<file path="config.mk">
export PLATFORM = sky130hd
export DESIGN_NAME = plir_blend
export DESIGN_NICKNAME = d
export VERILOG_FILES = /design/src/rtl/core/plir_pkg.sv /design/src/rtl/core/plir_blend.sv
export SDC_FILE = /design/constraint.sdc
export NUM_CORES = 2
export LEC_CHECK = 0
export ABC_AREA = 0
export BUFFER_PORTS_ARGS = -buffer_cell sky130_fd_sc_hd__buf_2
export CORE_MARGIN = 2
export CORE_UTILIZATION = 70
export CTS_BUF_LIST = sky130_fd_sc_hd__clkbuf_8
export DETAILED_ROUTE_END_ITERATION = 10
export HOLD_SLACK_MARGIN = 0.12
export PLACE_DENSITY = 0.86
export SETUP_SLACK_MARGIN = 0.15
export SLEW_MARGIN = 10
export SYNTH_ARGS = -nofsm -noshare
export SYNTH_HDL_FRONTEND = slang
export SYNTH_SLANG_ARGS = --single-unit
</file>
<file path="constraint.sdc">
create_clock -name clk_i -period 28.3 [get_ports clk_i]
set_clock_uncertainty 0.15 [all_clocks]
set_input_delay 8.49 -clock clk_i [delete_from_list [all_inputs] [get_ports clk_i]]
set_output_delay 8.49 -clock clk_i [all_outputs]
set_load 0.01 [all_outputs]
</file>
<file path="src/rtl/core/plir_pkg.sv">
// Shared types and constants of the point lens image remap block.
`timescale 1ns / 1ps

package plir_pkg;

  // Fixed field widths.
  localparam int PIX_W      = 8;
  localparam int COORD_W    = 8;
  localparam int ERAD_W     = 24;
  localparam int SIZE_W     = 9;
  localparam int CFG_IDX_W  = 3;
  localparam int CFG_DATA_W = 24;

  // Squared distance of an 8-bit offset pair, and |offset| times R^2.
  localparam int D2_W  = 17;
  localparam int NUM_W = COORD_W + ERAD_W;

  // Configuration register indexes.
  localparam logic [CFG_IDX_W-1:0] REG_CENTER_ROW = 3'd0;
  localparam logic [CFG_IDX_W-1:0] REG_CENTER_COL = 3'd1;
  localparam logic [CFG_IDX_W-1:0] REG_ERAD_SQ    = 3'd2;
  localparam logic [CFG_IDX_W-1:0] REG_ROWS       = 3'd3;
  localparam logic [CFG_IDX_W-1:0] REG_COLS       = 3'd4;

  // Register reset values.
  localparam logic [ERAD_W-1:0] ERAD_SQ_RESET = 24'd256;
  localparam logic [SIZE_W-1:0] SIZE_RESET    = 9'd256;

  // Item information that travels alongside the divider.
  typedef struct packed {
    logic               is_req;
    logic               kill;
    logic               neg_r;
    logic               neg_c;
    logic [COORD_W-1:0] row;
    logic [COORD_W-1:0] col;
    logic [PIX_W-1:0]   pix;
  } side_t;

  // Write request into the frame store.
  typedef struct packed {
    logic               en;
    logic [COORD_W-1:0] row;
    logic [COORD_W-1:0] col;
    logic [PIX_W-1:0]   pix;
  } wr_req_t;

  // The four neighbors of a source coordinate.
  typedef struct packed {
    logic [PIX_W-1:0] p00;
    logic [PIX_W-1:0] p01;
    logic [PIX_W-1:0] p10;
    logic [PIX_W-1:0] p11;
  } pix4_t;

endpackage

</file>
<file path="src/rtl/core/plir_blend.sv">
// Two-stage bilinear blend of four neighbor pixels.
`timescale 1ns / 1ps

module plir_blend import plir_pkg::*; #(
  parameter int FRAC_BITS = 16
) (
  input  logic                 clk_i,
  input  logic                 en_i,
  input  pix4_t                pix_i,
  input  logic [FRAC_BITS-1:0] fr_i,
  input  logic [FRAC_BITS-1:0] fc_i,
  output logic [PIX_W-1:0]     value_o
);

  localparam int ONE_W = FRAC_BITS + 1;
  localparam int PW    = PIX_W + ONE_W;
  localparam int HW    = PIX_W + FRAC_BITS;
  localparam int MW    = HW + ONE_W;

  logic [ONE_W-1:0]     wc0, wr0;
  logic [PW-1:0]        a0, a1, b0, b1;
  logic [PW:0]          s0, s1;
  logic [HW-1:0]        h0_q, h1_q;
  logic [FRAC_BITS-1:0] fr_q;
  logic [MW-1:0]        m0_q, m1_q;
  logic [MW:0]          acc;

  // Horizontal pass: blend each row pair along the column fraction.
  assign wc0 = {1'b1, {FRAC_BITS{1'b0}}} - {1'b0, fc_i};
  assign a0  = pix_i.p00 * wc0;
  assign a1  = pix_i.p01 * {1'b0, fc_i};
  assign b0  = pix_i.p10 * wc0;
  assign b1  = pix_i.p11 * {1'b0, fc_i};
  assign s0  = {1'b0, a0} + {1'b0, a1};
  assign s1  = {1'b0, b0} + {1'b0, b1};

  always_ff @(posedge clk_i) begin
    if (en_i) begin
      h0_q <= s0[HW-1:0];
      h1_q <= s1[HW-1:0];
      fr_q <= fr_i;
    end
  end

  // Vertical pass along the row fraction.
  assign wr0 = {1'b1, {FRAC_BITS{1'b0}}} - {1'b0, fr_q};

  always_ff @(posedge clk_i) begin
    if (en_i) begin
      m0_q <= h0_q * wr0;
      m1_q <= h1_q * {1'b0, fr_q};
    end
  end

  assign acc     = {1'b0, m0_q} + {1'b0, m1_q};
  assign value_o = acc[2*FRAC_BITS +: PIX_W];

endmodule
</file>
# After elaboration in Yosys (flattened, before gate mapping)
# Cells that the tools add are included.
# Widths: inputs -> output; s select.
# totals
ram_bits,0
ff_bits,144
rom_bits,0
mem_count,0
latchBits,0
# op_classes
mul,6
div_mod_pow,0
eq_ne,0
shifts,0
add_sub_neg,5
magnitude_cmp,0
mux,0
n_bitwise,0
reduce_logical,0
# ops
op,count
$add 24x24->24,2
$mul 8x16->24,2
$mul 8x17->24,2
$add 40x40->40,1
$mul 24x16->40,1
$mul 24x17->40,1
$sub 17x16->17 const A,2

# Logic depth before layout (Yosys ltp)
# logic_depth
ltp_word,3
depth_mapped,31
mapped_depth_nobuf,28

# Worst setup path after synthesis
# Ideal clock, no wire load.
# synth_path
path_kind,input port to flip-flop
start,in fc_i[0]
end,"reg h1_q[23], data pin"
setup_slack_ns,12.701
required_ns,27.887
path_buffers,2
setup_ns,0.263
arrival_time_ns,15.186
cell_stages,28
cell_sequence,clkbuf_1 -> inv_1 -> ha_1 -> nand2b_1 -> or4_1 -> or3_4 -> nor2_1 -> xnor2_1 -> buf_2 -> nand2_1 -> fa_1 -> inv_1 -> fa_1 -> inv_1 -> fa_1 -> fa_1 -> fa_1 -> inv_1 -> fa_1 -> ha_1 -> a21o_1 -> a21o_1 -> a21o_1 -> a21o_1 -> a21oi_1 -> o21ai_0 -> o41ai_2 -> xnor2_1
# synth_between
elab_chain_cells,3
elab_cells_between_ends,4
# synth_rtl
item,line,rtl
start: declaration,plir_blend.sv:11,"input logic [FRAC_BITS-1:0] fc_i,"
$sub 17x16->17,plir_blend.sv:29,"assign wc0 = {1'b1, {FRAC_BITS{1'b0}}} - {1'b0, fc_i};"
$mul 8x17->24,plir_blend.sv:32,assign b0 = pix_i.p10 * wc0;
$add 24x24->24 *,plir_blend.sv:35,"assign s1 = {1'b0, b0} + {1'b0, b1};"
net s1[23],plir_blend.sv:22,"logic [PW:0] s0, s1;"
end signal: assignment,plir_blend.sv:40,h1_q <= s1[HW-1:0];
end: declaration,plir_blend.sv:23,"logic [HW-1:0] h0_q, h1_q;"
# Mark *: on every way through the listed nets, which the timed path passes. The rest lies on a longest branch.
# A chain may end at the register's enable or synchronous reset.

# Worst setup path in the final report
# layout_path
start,in fc_i[0]
end,"reg h0_q[22], data pin"
# layout_between
elab_chain_cells,3
elab_cells_between_ends,4
# layout_rtl
item,line,rtl
$sub 17x16->17,plir_blend.sv:29,
$mul 8x17->24,plir_blend.sv:30,assign a0 = pix_i.p00 * wc0;
$add 24x24->24 *,plir_blend.sv:34,"assign s0 = {1'b0, a0} + {1'b0, a1};"
net s0[22],plir_blend.sv:22,
end signal: assignment,plir_blend.sv:39,h0_q <= s0[HW-1:0];
end: declaration,plir_blend.sv:23,
# Marks and branches as above.

==> results.md <==
STA:
- The worst relative slew slack is between 20% and 30%.
- The slew at the pin closest to its max-slew limit is 1.17 ns.
- Setup repair after global routing left no endpoint under its margin.
- Setup violations remaining at the end of the flow were counted as 0.
- The count of final hold-check violations is 0.
- The smallest clock period supported by the final layout is computed as approximately 16 ns.
- The setup TNS after final layout is 0 ns.
- The max-slew violation total from the final report is 0.
- The highest attainable clock frequency is 63.4 MHz.
- The final hold slack is 0.705 ns.
- The final critical-path share of the clock period is roughly 56%.

Synthesis:
- The number of nets in the synthesized netlist is between 6000 and 7000.
- Counting flops with a built-in enable in the synthesized netlist gives about 140.
- inv_1 is the most common cell in the netlist.
- The number of synthesized register bits is between 100 and 150.
- The commonest cells after synthesis are inv_1, fa_1, nand2_1.
- The most frequently used flop master after synthesis is edfxtp_1.
- During synthesis, Yosys emitted a total of 0 warnings.
- By area the synthesized netlist is led by fa_1, ha_1, inv_1.
- Summing every instance area after synthesis gives about 0.047 sq mm.
- Counting every instance in the synthesized netlist gives between 5000 and 6000.
- Summed over all instances, the cell type with the most area after synthesis is fa_1.
- Dividing the synthesized area by the synthesized cell count gives roughly 9.2 sq um.
- The count of cell types in the netlist is between 70 and 80.
- The synthesized design devotes to its leading area cell type between 40% and 50% of total area.
- The share of the Yosys chip area taken by registers is 9.17%.
- The share of synthesized registers carrying an async set or reset is 0%.

Die:
- The total die area is 0.0695 sq mm.
- The number of placed I/O pins is 74.
- The initial cell density of the core is between 70% and 80%.
- The core box area is roughly 0.067 sq mm.
- In this run the core area contains 95 standard-cell rows.
- The die is 264 um tall.
- The die is roughly 260 um wide.

Flow run:
- The count of maximum capacitance violations is 0.

CTS:
- Clock tree synthesis found a total of 144 sinks.
- For the worst-skew pair, the clock arrives at the later sink with an insertion delay of about 0.55 ns.
- The clock transition time at the flip-flop clock pins of the worst setup and hold paths is around 0.11 ns.
- The number of H-tree levels is 4.
- The root buffer cell chosen for the clock tree is clkbuf_8.
- TritonCTS built the clock tree.
- The clock passes through at most 2 buffers.
- The number of clock buffers added by TritonCTS is 17.
- The count of instances resized after the clock tree is built is 0.
- The hold-fix buffer count after cts is 0.
- After clock tree synthesis, the setup repair step added 0 buffers.

Detailed routing:
- Dividing the detail-routed wire length by the instance count gives ~20 um.
- After detailed routing, the met3 layer carries roughly 12000 um of wire.
- The average vias per placed instance is approximately 5.9.
- Signal routing reaches up to met5.
- Summed over all layers, the routed wires come to approximately 120000 um.
- The wire length on met1 is between 40000 and 50000 um.
- After the first detailed-routing iteration, the DRC count stood at 2767.
- The number of vias in the routed layout is between 30000 and 40000.
- After detailed routing, the number of remaining DRC violations is 0.
- The count of TritonRoute iterations in the first routing pass is 8.
- After detailed routing, the met2 layer carries 56000 um of wire.
- In this run the remaining antenna-violating nets after routing total 0.

Finish:
- The fraction of the core area covered by cells at the end of the flow is between 70% and 80%.
- The final design instance area without fill is about 0.05 sq mm.
- The area growth from synthesis to layout is 3.09%.
- In the final layout, the share of cells above drive strength 1 is between 3 and 4%.
- In the final design database the tool counted between 6000 and 7000 nets.

Worst hold path:
- In this run the worst hold path is classified as register to register.

Run status:
- The flow ran to the end, and the final reports show no timing, DRC or antenna violations.

Placed design:
- The placer's final routability congestion estimate is between 0.9 and 1.
- The post-placement cell area is a little under 0.05 sq mm.
- The half-perimeter wire length after placement is ~92000 um.
- The number of I/O port buffers is between 70 and 80.

Critical path:
- At the worst endpoint, the arrival time is roughly 16 ns.
- The worst reg-to-reg setup slack is ~19 ns.
- The highest fanout seen on the critical path is 34.
- The critical path class is input port to register.
- STA classifies the critical path startpoint as an input port.
- On the critical path, the stage with the largest delay is an instance of xor2_1.
- The cell seen most often among critical-path stages is fa_1.
- STA puts the critical path data required time at around 28 ns.
- The kind of end point of the critical path is a register.
- In this design, the stage delay of the slowest critical-path cell is 0.61 ns.

GRT:
- The initial antenna violation count is 6.
- The maximum number of pins on one net before global-route repair is 84.
- The wire length of the first global-routing pass is a little under 200000 um.
- Across every metal layer, demand over resource in global routing totals between 30 and 40%.
- Global routing finished with a remaining overflow of 0.
- The via count of the first global-routing pass came to about 39000.
==> sequential cells by signal, summed over array words and instances, names as in the netlist <==
name and cells:
fr_q 16, m1_q 40, m0_q 40, h0_q 24
h1_q 24
==> through the flow <==
| stage | worst slack [ns] | cells |
|---|---|---|
| finish | 12.53 | 5935 |
| global route | 12.18 | 5935 |
| CTS | 12.67 | 5933 |
| detailed placement | 12.07 | 5901 |
| global placement | 12.17 | 5901 |
| floorplan | 12.70 | 5141 |
==> critical path: cells and delay by family <==
kind | cells | cell delay (ns)
XOR/XNOR | 2 | 0.69
AND/OR/NAND/NOR | 5 | 0.89
AO/OA/AOI/OAI | 6 | 1.43
buffers and inverters | 6 | 0.84
adder cells (fa/ha/maj) | 8 | 3.55
==> final cells by class <==
class / instances / area (sq um)
clock inverter: 15 / 169
multi-input combinational: 3586 / 37600
inverter: 1171 / 4400
timing repair buffer: 127 / 777
sequential: 144 / 4320
antenna: 2 / 5.00
clock buffer: 17 / 234
fill: 4706 / 18300
tap: 873 / 1090
==> layout by cell type (no fill, tap or decap), drive strengths merged, types with 13 or more instances in the layout <==
cell       n
xnor2    112
nor3      30
o21a      19
clkbuf    17
inv     1179
nand2b    19
buf      127
xor2      44
a21oi    119
edfxtp   144
nor2      79
a21o      66
nor2b     13
o21ai     59
nand2    947
nand3     20
and3      15
ha       405
fa      1060
and2     443
==> cells by family after synthesis <==
| group | after synthesis | synth area share (%) |
|---|---|---|
| flops | 144 | 9.17 |
| compound gates | 353 | 4.94 |
| fa+ha+maj | 1465 | 55.7 |
| xor+xnor | 156 | 2.90 |
| simple gates | 1612 | 16.0 |
| buf+inv | 1411 | 11.3 |
==> per-layer routing <==
layer  vias up  global-route usage (%)
li1      15052                       -
met1     17539                    46.2
met2      1982                    58.9
met3       395                    7.13
met4         4                    15.8
met5         -                       0
==> final timing paths <==
kind / from / end / depth (start not counted)
worst max-delay path: fc_i[0] / h0_q[22]$_DFFE_PP_ / 27
worst min-delay path: h0_q[0]$_DFFE_PP_ / m0_q[0]$_DFFE_PP_ / 2
worst max register to register: fr_q[0]$_DFFE_PP_ / m0_q[39]$_DFFE_PP_ / 28
worst min register to register: h0_q[0]$_DFFE_PP_ / m0_q[0]$_DFFE_PP_ / 2
Power is not shown: default switching activity piles up to over one toggle a cycle in this logic, so the estimate is an artifact.
